==> src/sv/aes_ctr_pkg.sv <==
package aes_ctr_pkg;

  localparam int NumRoundWords = 44;
  localparam int NumRounds = 10;
  localparam logic [31:0] CounterStart = 32'h0000_0001;
  localparam int QueueDepth = 4;

  localparam logic [1:0] RegKeyLow = 2'd0;
  localparam logic [1:0] RegKeyHigh = 2'd1;
  localparam logic [1:0] RegNonceLow = 2'd2;
  localparam logic [1:0] RegNonceHigh = 2'd3;

  typedef struct packed {
    logic        end_of_packet;
    logic [3:0]  byte_count;
    logic [63:0] data_in;
  } in_word_t;

  typedef struct packed {
    logic        out_end_of_packet;
    logic [3:0]  out_byte_count;
    logic [63:0] data_out;
  } out_word_t;

  // classified word handed from front to back
  typedef struct packed {
    logic        first_half;
    logic [3:0]  count;
    logic        eop;
    logic [63:0] data;
  } job_t;

  function automatic logic [7:0] sbox(input logic [7:0] a);
    logic [7:0] t [256];
    t = '{
      8'h63,8'h7c,8'h77,8'h7b,8'hf2,8'h6b,8'h6f,8'hc5,8'h30,8'h01,8'h67,8'h2b,8'hfe,8'hd7,8'hab,8'h76,
      8'hca,8'h82,8'hc9,8'h7d,8'hfa,8'h59,8'h47,8'hf0,8'had,8'hd4,8'ha2,8'haf,8'h9c,8'ha4,8'h72,8'hc0,
      8'hb7,8'hfd,8'h93,8'h26,8'h36,8'h3f,8'hf7,8'hcc,8'h34,8'ha5,8'he5,8'hf1,8'h71,8'hd8,8'h31,8'h15,
      8'h04,8'hc7,8'h23,8'hc3,8'h18,8'h96,8'h05,8'h9a,8'h07,8'h12,8'h80,8'he2,8'heb,8'h27,8'hb2,8'h75,
      8'h09,8'h83,8'h2c,8'h1a,8'h1b,8'h6e,8'h5a,8'ha0,8'h52,8'h3b,8'hd6,8'hb3,8'h29,8'he3,8'h2f,8'h84,
      8'h53,8'hd1,8'h00,8'hed,8'h20,8'hfc,8'hb1,8'h5b,8'h6a,8'hcb,8'hbe,8'h39,8'h4a,8'h4c,8'h58,8'hcf,
      8'hd0,8'hef,8'haa,8'hfb,8'h43,8'h4d,8'h33,8'h85,8'h45,8'hf9,8'h02,8'h7f,8'h50,8'h3c,8'h9f,8'ha8,
      8'h51,8'ha3,8'h40,8'h8f,8'h92,8'h9d,8'h38,8'hf5,8'hbc,8'hb6,8'hda,8'h21,8'h10,8'hff,8'hf3,8'hd2,
      8'hcd,8'h0c,8'h13,8'hec,8'h5f,8'h97,8'h44,8'h17,8'hc4,8'ha7,8'h7e,8'h3d,8'h64,8'h5d,8'h19,8'h73,
      8'h60,8'h81,8'h4f,8'hdc,8'h22,8'h2a,8'h90,8'h88,8'h46,8'hee,8'hb8,8'h14,8'hde,8'h5e,8'h0b,8'hdb,
      8'he0,8'h32,8'h3a,8'h0a,8'h49,8'h06,8'h24,8'h5c,8'hc2,8'hd3,8'hac,8'h62,8'h91,8'h95,8'he4,8'h79,
      8'he7,8'hc8,8'h37,8'h6d,8'h8d,8'hd5,8'h4e,8'ha9,8'h6c,8'h56,8'hf4,8'hea,8'h65,8'h7a,8'hae,8'h08,
      8'hba,8'h78,8'h25,8'h2e,8'h1c,8'ha6,8'hb4,8'hc6,8'he8,8'hdd,8'h74,8'h1f,8'h4b,8'hbd,8'h8b,8'h8a,
      8'h70,8'h3e,8'hb5,8'h66,8'h48,8'h03,8'hf6,8'h0e,8'h61,8'h35,8'h57,8'hb9,8'h86,8'hc1,8'h1d,8'h9e,
      8'he1,8'hf8,8'h98,8'h11,8'h69,8'hd9,8'h8e,8'h94,8'h9b,8'h1e,8'h87,8'he9,8'hce,8'h55,8'h28,8'hdf,
      8'h8c,8'ha1,8'h89,8'h0d,8'hbf,8'he6,8'h42,8'h68,8'h41,8'h99,8'h2d,8'h0f,8'hb0,8'h54,8'hbb,8'h16
    };
    return t[a];
  endfunction

  function automatic logic [7:0] xtime(input logic [7:0] b);
    return {b[6:0], 1'b0} ^ (b[7] ? 8'h1b : 8'h00);
  endfunction

  // byte i of the state sits in bits 8*i+7:8*i
  function automatic logic [127:0] sub_shift(input logic [127:0] s);
    logic [127:0] t;
    for (int c = 0; c < 4; c++) begin
      for (int r = 0; r < 4; r++) begin
        t[8*(r+4*c) +: 8] = sbox(s[8*(r+4*((c+r)%4)) +: 8]);
      end
    end
    return t;
  endfunction

  function automatic logic [127:0] mix_columns(input logic [127:0] s);
    logic [127:0] t;
    logic [7:0] a0, a1, a2, a3, al;
    for (int c = 0; c < 4; c++) begin
      a0 = s[32*c +: 8];
      a1 = s[32*c+8 +: 8];
      a2 = s[32*c+16 +: 8];
      a3 = s[32*c+24 +: 8];
      al = a0 ^ a1 ^ a2 ^ a3;
      t[32*c +: 8]    = a0 ^ al ^ xtime(a0 ^ a1);
      t[32*c+8 +: 8]  = a1 ^ al ^ xtime(a1 ^ a2);
      t[32*c+16 +: 8] = a2 ^ al ^ xtime(a2 ^ a3);
      t[32*c+24 +: 8] = a3 ^ al ^ xtime(a3 ^ a0);
    end
    return t;
  endfunction

  // next round key (four words) from the previous one
  function automatic logic [127:0] next_round_key(input logic [127:0] k, input logic [7:0] rc);
    logic [31:0] t, w0, w1, w2, w3;
    t = k[127:96];
    t = {t[7:0], t[31:8]};
    t = {sbox(t[31:24]), sbox(t[23:16]), sbox(t[15:8]), sbox(t[7:0])} ^ {24'h0, rc};
    w0 = k[31:0] ^ t;
    w1 = k[63:32] ^ w0;
    w2 = k[95:64] ^ w1;
    w3 = k[127:96] ^ w2;
    return {w3, w2, w1, w0};
  endfunction

endpackage

==> src/sv/aes_ctr_front.sv <==
module aes_ctr_front #(
  parameter int QDepth = aes_ctr_pkg::QueueDepth
) (
  input  logic                  clk,
  input  logic                  rst_n,
  input  logic                  in_push,
  output logic                  in_full,
  input  aes_ctr_pkg::in_word_t in_word,
  input  logic                  restart,
  input  logic                  job_pop,
  output logic                  job_empty,
  output aes_ctr_pkg::job_t     job
);

  localparam int AW = $clog2(QDepth);

  aes_ctr_pkg::job_t q_r [QDepth];
  logic [AW-1:0] wp_r, wp_nxt, rp_r, rp_nxt;
  logic [AW:0]   cnt_r, cnt_nxt;
  logic          half_r, half_nxt;
  logic          acc;
  logic [3:0]    cnt_clip;

  assign in_full   = (cnt_r == (AW+1)'(QDepth));
  assign job_empty = (cnt_r == '0);
  assign job       = q_r[rp_r];
  assign acc       = in_push && !in_full;
  assign cnt_clip  = in_word.byte_count[3] ? 4'd8 : in_word.byte_count;

  // classify: which half of the counter block this word uses
  always_comb begin
    half_nxt = half_r;
    wp_nxt   = wp_r;
    rp_nxt   = rp_r;
    cnt_nxt  = cnt_r;
    if (acc) begin
      half_nxt = !half_r && !in_word.end_of_packet;
      wp_nxt   = (wp_r == AW'(QDepth-1)) ? '0 : wp_r + 1'b1;
    end
    if (restart) begin
      half_nxt = 1'b0;
    end
    if (job_pop && !job_empty) begin
      rp_nxt = (rp_r == AW'(QDepth-1)) ? '0 : rp_r + 1'b1;
    end
    cnt_nxt = cnt_r + (AW+1)'(acc) - (AW+1)'(job_pop && !job_empty);
  end

  always_ff @(posedge clk) begin
    if (!rst_n) begin
      half_r <= 1'b0;
      wp_r   <= '0;
      rp_r   <= '0;
      cnt_r  <= '0;
    end else begin
      half_r <= half_nxt;
      wp_r   <= wp_nxt;
      rp_r   <= rp_nxt;
      cnt_r  <= cnt_nxt;
    end
  end

  // queue storage
  always_ff @(posedge clk) begin
    if (acc) begin
      q_r[wp_r] <= '{first_half: !half_r, count: cnt_clip,
                     eop: in_word.end_of_packet, data: in_word.data_in};
    end
  end

endmodule

==> config.mk <==
export PLATFORM = sky130hd
export DESIGN_NAME = aes_ctr_front
export DESIGN_NICKNAME = d
export VERILOG_FILES = /design/src/sv/aes_ctr_pkg.sv /design/src/sv/aes_ctr_front.sv
export SDC_FILE = /design/constraint.sdc
export NUM_CORES = 1
export LEC_CHECK = 0
export ABC_AREA = 1
export CAP_MARGIN = 20
export CORE_UTILIZATION = 45
export CTS_CLUSTER_SIZE = 8
export DETAILED_ROUTE_END_ITERATION = 8
export DONT_BUFFER_PORTS = 1
export GPL_ROUTABILITY_DRIVEN = 0
export SYNTH_ARGS = -nofsm -noshare
export SYNTH_HDL_FRONTEND = slang
export SYNTH_SLANG_ARGS = --single-unit
==> constraint.sdc <==
create_clock -name clk -period 10.85 [get_ports clk]
set_input_delay 1.085 -clock clk [delete_from_list [all_inputs] [get_ports clk]]
set_output_delay 1.085 -clock clk [all_outputs]
set_load 0.1 [all_outputs]
==> out/metrics.cfg, run 1 <==
[cells_and_area]
diodes=0
layout_commonest_cell=edfxtp_1
final_area_sq_um=13200
final_util=0.524
area_delta_synth_final_pct=14.3
layout_common_cells=edfxtp_1 (280), nor2_1 (116), o21ai_0 (110), o22ai_2 (70), nor2_4 (44)
drive_gt1_frac=0.232
final_nets=853

[synth]
avgSynthCellArea_sq_um=15.2
ys_top_cells_by_area=edfxtp_1 (73%), o21ai_0 (4.8%), o22ai_2 (4.3%), nor2_1 (3.9%), nor2_4 (3.9%)
syn-cell-area_sq_um=11500
yosysSeqAreaShare=0.748
yosysWarnings=0
synthCells=756
synth.largest_area_cell=edfxtp_1
yosysUniqueCellTypes=22
yosys.area.top_type_share=0.730
syn-num-nets=838
ys_ff_latch=290

[floorplanning]
core-area_sq_um=25100
placementRows=58
die_area_sq_um=26200
initial_core_util=0.459
die_y_um=162
die_w_um=162
boundaryPins=146

[clock_network]
cts.htree.levels=2
cts_tree=built
hold_buffers=0
clk_pin_slew_worst_paths_ns=0.04
cts-resized-gates=0
cts-buffers-inserted=42
root_buffer=clkbuf_16
post_cts_buffers=0
worstSkewPairLatency_ns=0.51
cts.sinks=290
cts_max_path_buffers=3

[placed_design]
placedInstanceArea_sq_um=12000
port_buffers=0
place_ws_ns=6.37
dp_hpwl_mm=12.9

[sta]
fin_worst_skew_ns=0.0125
finalWorstSetupSlack_ns=5.86
finalSetupViolCount=0
fin_crit_ns=4.99
timing.final.crit_share=0.460
fin_setup_tns_ns=0
final_hold_viol_count=0
final_max_slew_viol_count=0
tightest_slew_ns=1.17
slew_headroom=0.219
fmax_mhz=200
rsz0062_at_grt=false

[drt]
drt-wirelength-per-cell_um=20.9
drt_iter0_markers=334
vias=6105
wl_mm=23.2
drt_pass1_iterations=6
drc_errors=0
vias_per_cell=5.50
drtAntennaViolNets=0

[setup_path]
crit_path_end_kind=output port
critPathMaxFanout=83
cp.required_ns=9.77
startpoint_type=register
worstPathArrival_ns=3.91
worst-setup-path-type=register to output port

[grt]
overflow=0
grt.total_usage=0.180
grt_use_met2=0.312
met3_usage=0.0638
use_met1=0.205
grt_pass1_wl_mm=35.7
busiest_layer=met2
antenna_found_initial=0
first_global_vias=6527
grt_start_max_net_pins=84

[run]
drv_cap=0

[outcome]
status=finished clean

[worst_hold_path]
hold_path_class=register to register

-- synth_stat cells --
library cell and instances:
a21oi_1 4, dfxtp_1 10, nand2_1 12, nor2_4 40
buf_6 7, inv_1 20, edfxtp_1 280, inv_6 1
o21ai_1 30, fa_1 1, o21ai_0 110, nand3b_1 2
xnor2_1 1, or2_2 2, buf_12 5, ha_1 7
nand3_1 2, o22ai_1 30, buf_2 12, o22ai_2 40
clkbuf_1 20, nor2_1 120
-- per-layer routing --
metal	share of wire	up-vias
li1	-	2840
met1	0.39	3053
met2	0.50	161
met3	0.079	51
met4	0.025	0
met5	0	-
-- final timing paths --
kind	startpoint	endpoint	slack, ns	cells after the start
max	register	job[12]	5.86	4
min	half_r	half_r	0.52	2
max reg2reg	cnt_r[1]	q_r[2][35]	8.13	6
min reg2reg	half_r	half_r	0.52	2
-- worst max-delay path, cell delays in order, from the launching register on --
cell and delay [ns]:
dfxtp_4 0.54, inv_6 0.67, buf_4 0.91, o21ai_0 0.26, o22ai_2 0.88
-- layout make-up --
class	count	area, sq um
clock inverters	4	42.5
well taps	330	413
flip-flops and latches	290	8610
repair buffers	15	203
fillers	2074	11900
inverters	21	83.8
clock buffers	50	1080
multi-input cells	401	2730
-- stage by stage --
step           cells  hold WS [ns]
2_1_floorplan    756         0.466
3_3_place_gp    1051         0.495
3_5_place_dp    1057         0.523
4_1_cts         1111         0.528
5_1_grt         1111         0.541
6_report        1111         0.521
-- registers in the layout, summed over array words and instances, names as in the netlist, named ones only --
| signal | count |
|---|---|
| q_r | 280 |
| cnt_r | 3 |
| rp_r | 2 |
| wp_r | 2 |
| half_r | 1 |
-- cell families (layout without fill, tap and decap cells) --
logic type / Yosys count / in the layout / synth area share
simple gates: 178 / 178 / 0.0854
fa+ha+maj: 8 / 8 / 0.00934
buf+inv: 65 / 90 / 0.0346
xor+xnor: 1 / 1 / 0.000761
flops: 290 / 290 / 0.748
compound gates: 214 / 214 / 0.122
Power of run 1 is not shown: default switching activity piles up to over one toggle a cycle in this logic, so the estimate is an artifact.
==> run 2: changes to the inputs <==
ABC_AREA = 0   (was 1)
clock period = 5 ns   (was 10.85 ns; I/O delays follow)
==> out/metrics.cfg, run 2 <==
[setup_path]
crit_path_end_kind=output port
critPathMaxFanout=46
worst-setup-path-type=register to output port
crit_chain=buf_4 > mux4_2
rr_worst_depth=12
startpoint_type=register
worstPathArrival_ns=2.76
crit_path_top_delay_cell=dfxtp_4
cp.required_ns=4.50
r2r_end=cnt_r[2]
reg2reg_slack_ns=2.01
r2r_start=cnt_r[1]
cpPeakStageDelay_ns=0.99

[drt]
wl_met2_mm=9.25
vias=4337
drc_errors=0
drt-wirelength-per-cell_um=23.2
wl_met3_mm=1.72
wl_met1_mm=7.31
drt_pass1_iterations=6
vias_per_cell=5.43
drt_iter0_markers=202
drtAntennaViolNets=0
wl_mm=18.5
routed.top_layer=met4

[clock_network]
cts.sinks=290
post_cts_buffers=0
worstSkewPairLatency_ns=0.50
root_buffer=clkbuf_16
cts_tree=built
cts.htree.levels=2
hold_buffers=0
clk_pin_slew_worst_paths_ns=0.05
cts-buffers-inserted=42
cts_max_path_buffers=3
cts-resized-gates=0

[sta]
rsz0062_at_grt=false
final_max_slew_viol_count=0
final_hold_viol_count=0
tightest_slew_ns=1.06
fmax_mhz=307
timing.final.crit_share=0.651
finalSetupViolCount=0
slew_headroom=0.291
fin_setup_tns_ns=0
fin_worst_skew_ns=0.0154
fin_crit_ns=3.26

[synth]
ys_ff_latch=290
syn-cell-area_sq_um=10700
avgSynthCellArea_sq_um=25.1
async_reset_ff_frac=0
synth.largest_area_cell=edfxtp_1
yosys.area.top_type_share=0.784
synth.top_cells.by_count=edfxtp_1 (280), mux4_2 (70), dfxtp_1 (10)
yosys.cell_count.top_type=edfxtp_1
syn-num-nets=509
synth_ff_type=edfxtp_1
yosysUniqueCellTypes=25
synthCells=427
synth_edf_count=280
ys_top_cells_by_area=edfxtp_1 (78%), mux4_2 (15%), dfxtp_1 (1.9%), buf_12 (1.3%), ha_1 (0.82%)
yosysWarnings=0
yosysSeqAreaShare=0.803

[run]
drv_cap=0

[grt]
first_global_vias=4795
grt.total_usage=0.156
antenna_found_initial=0
grt_pass1_wl_mm=27.8
grt_start_max_net_pins=71
overflow=0

[cells_and_area]
drive_gt1_frac=0.276
registers.top_by_ff_count=q_r
diodes=0
area_delta_synth_final_pct=14.0
largest_register_ffs=280
top_regs=q_r x280, cnt_r x3
final_nets=544
final_util=0.522
layout_common_cells=edfxtp_1 (280), mux4_2 (70), clkbuf_16 (46), clkbuf_1 (15)
layout_commonest_cell=edfxtp_1

[power_and_ir_drop]
ir_drop_v=0.000450
power_density_nw_per_um2=678
power.leakage_nw=3.81

[floorplanning]
boundaryPins=146
die_area_sq_um=24400
die_y_um=156
die_w_um=156
initial_core_util=0.458
core-area_sq_um=23400
placementRows=56

[worst_hold_path]
min_to=q_r[2][63]
min_path_cells=0
hold_path_class=input port to register
hp-start=in_word[63]

[outcome]
status=finished clean

[placed_design]
dp_hpwl_mm=10.3
port_buffers=0

run 2: changes by cell type after synthesis, moves of 6 or more:
| cell | delta |
|---|---|
| mux4_2 | +70 |
| nor2_1 | -117 |
| nor2_4 | -40 |
| and2_1 | +6 |
| o21ai_1 | -30 |
| inv_1 | -12 |
| o21ai_0 | -107 |
| o22ai_1 | -30 |
| nand2_1 | -6 |
| buf_6 | -6 |
| clkbuf_1 | -19 |
| o22ai_2 | -40 |
run 2: routing by layer:
| metal | up-vias | track usage |
|---|---|---|
| li1 | 1873 | - |
| met1 | 2277 | 0.195 |
| met2 | 159 | 0.252 |
| met3 | 28 | 0.0620 |
| met4 | 0 | 0.0444 |
| met5 | - | 0 |
run 2: cell type report:
cell class,instances,area (sq um)
fill,1836,11200
sequential,290,8620
multi-input combinational,112,1910
clock buffer,60,1180
tap,319,399
timing repair buffer,8,77.6
inverter,8,30.0
clock inverter,1,8.76
run 2: power by group:
part	total (W)	switching [W]	leakage, nW	internal [W]
combinational	0.00263	0.00216	0.592	0.000477
clock	0.00250	0.000895	0.576	0.00161
sequential	0.00315	0.000188	2.65	0.00296
total	0.00828	0.00324	3.81	0.00505
run 2: logic make-up (layout without fill, tap and decap cells):
| group | count (synthesis) | after routing | share of synthesized area |
|---|---|---|---|
| multiplexers | 72 | 72 | 0.149 |
| buffers and inverters | 25 | 77 | 0.0209 |
| flip-flops | 290 | 290 | 0.803 |
| AO/OA/AOI/OAI | 5 | 5 | 0.00257 |
| XOR/XNOR | 2 | 2 | 0.00163 |
| adder cells (fa/ha/maj) | 8 | 8 | 0.0100 |
| AND/OR/NAND/NOR | 25 | 25 | 0.0128 |
run 2: worst max-delay path: cells and delay by family, from the launching register on:
kind	cells	cell delay (ns)
buf+inv	1	0.43
mux	1	0.83
flops	1	0.99
run 2: how the worst max path moves through the flow:
stage | startpoint | end | slack, ns
after floorplan | cnt_r[1] | q_r[0][0] | 1.42
after detailed placement | cnt_r[1] | q_r[3][20] | 2.04
after CTS | register | job[65] | 1.60
after global routing | register | job[34] | 1.48
after global placement | cnt_r[1] | q_r[2][20] | 2.11
final | register | job[65] | 1.74
run 2: per-stage QoR:
step | hold slack (ns) | instances | worst slack (ns) | total power (W) | cell area, sq um
finish | 0.0887 | 798 | 1.74 | 0.00828 | 12200
floorplan | 0.459 | 427 | 1.42 | 0.00566 | 10700
global placement | 0.476 | 737 | 2.11 | 0.00583 | 11000
global route | 0.0565 | 798 | 1.48 | 0.00857 | 12200
CTS | 0.0626 | 798 | 1.60 | 0.00839 | 12200
detailed placement | 0.496 | 737 | 2.04 | 0.00586 | 11000
Note: power is estimated with default switching activity, not from simulation.
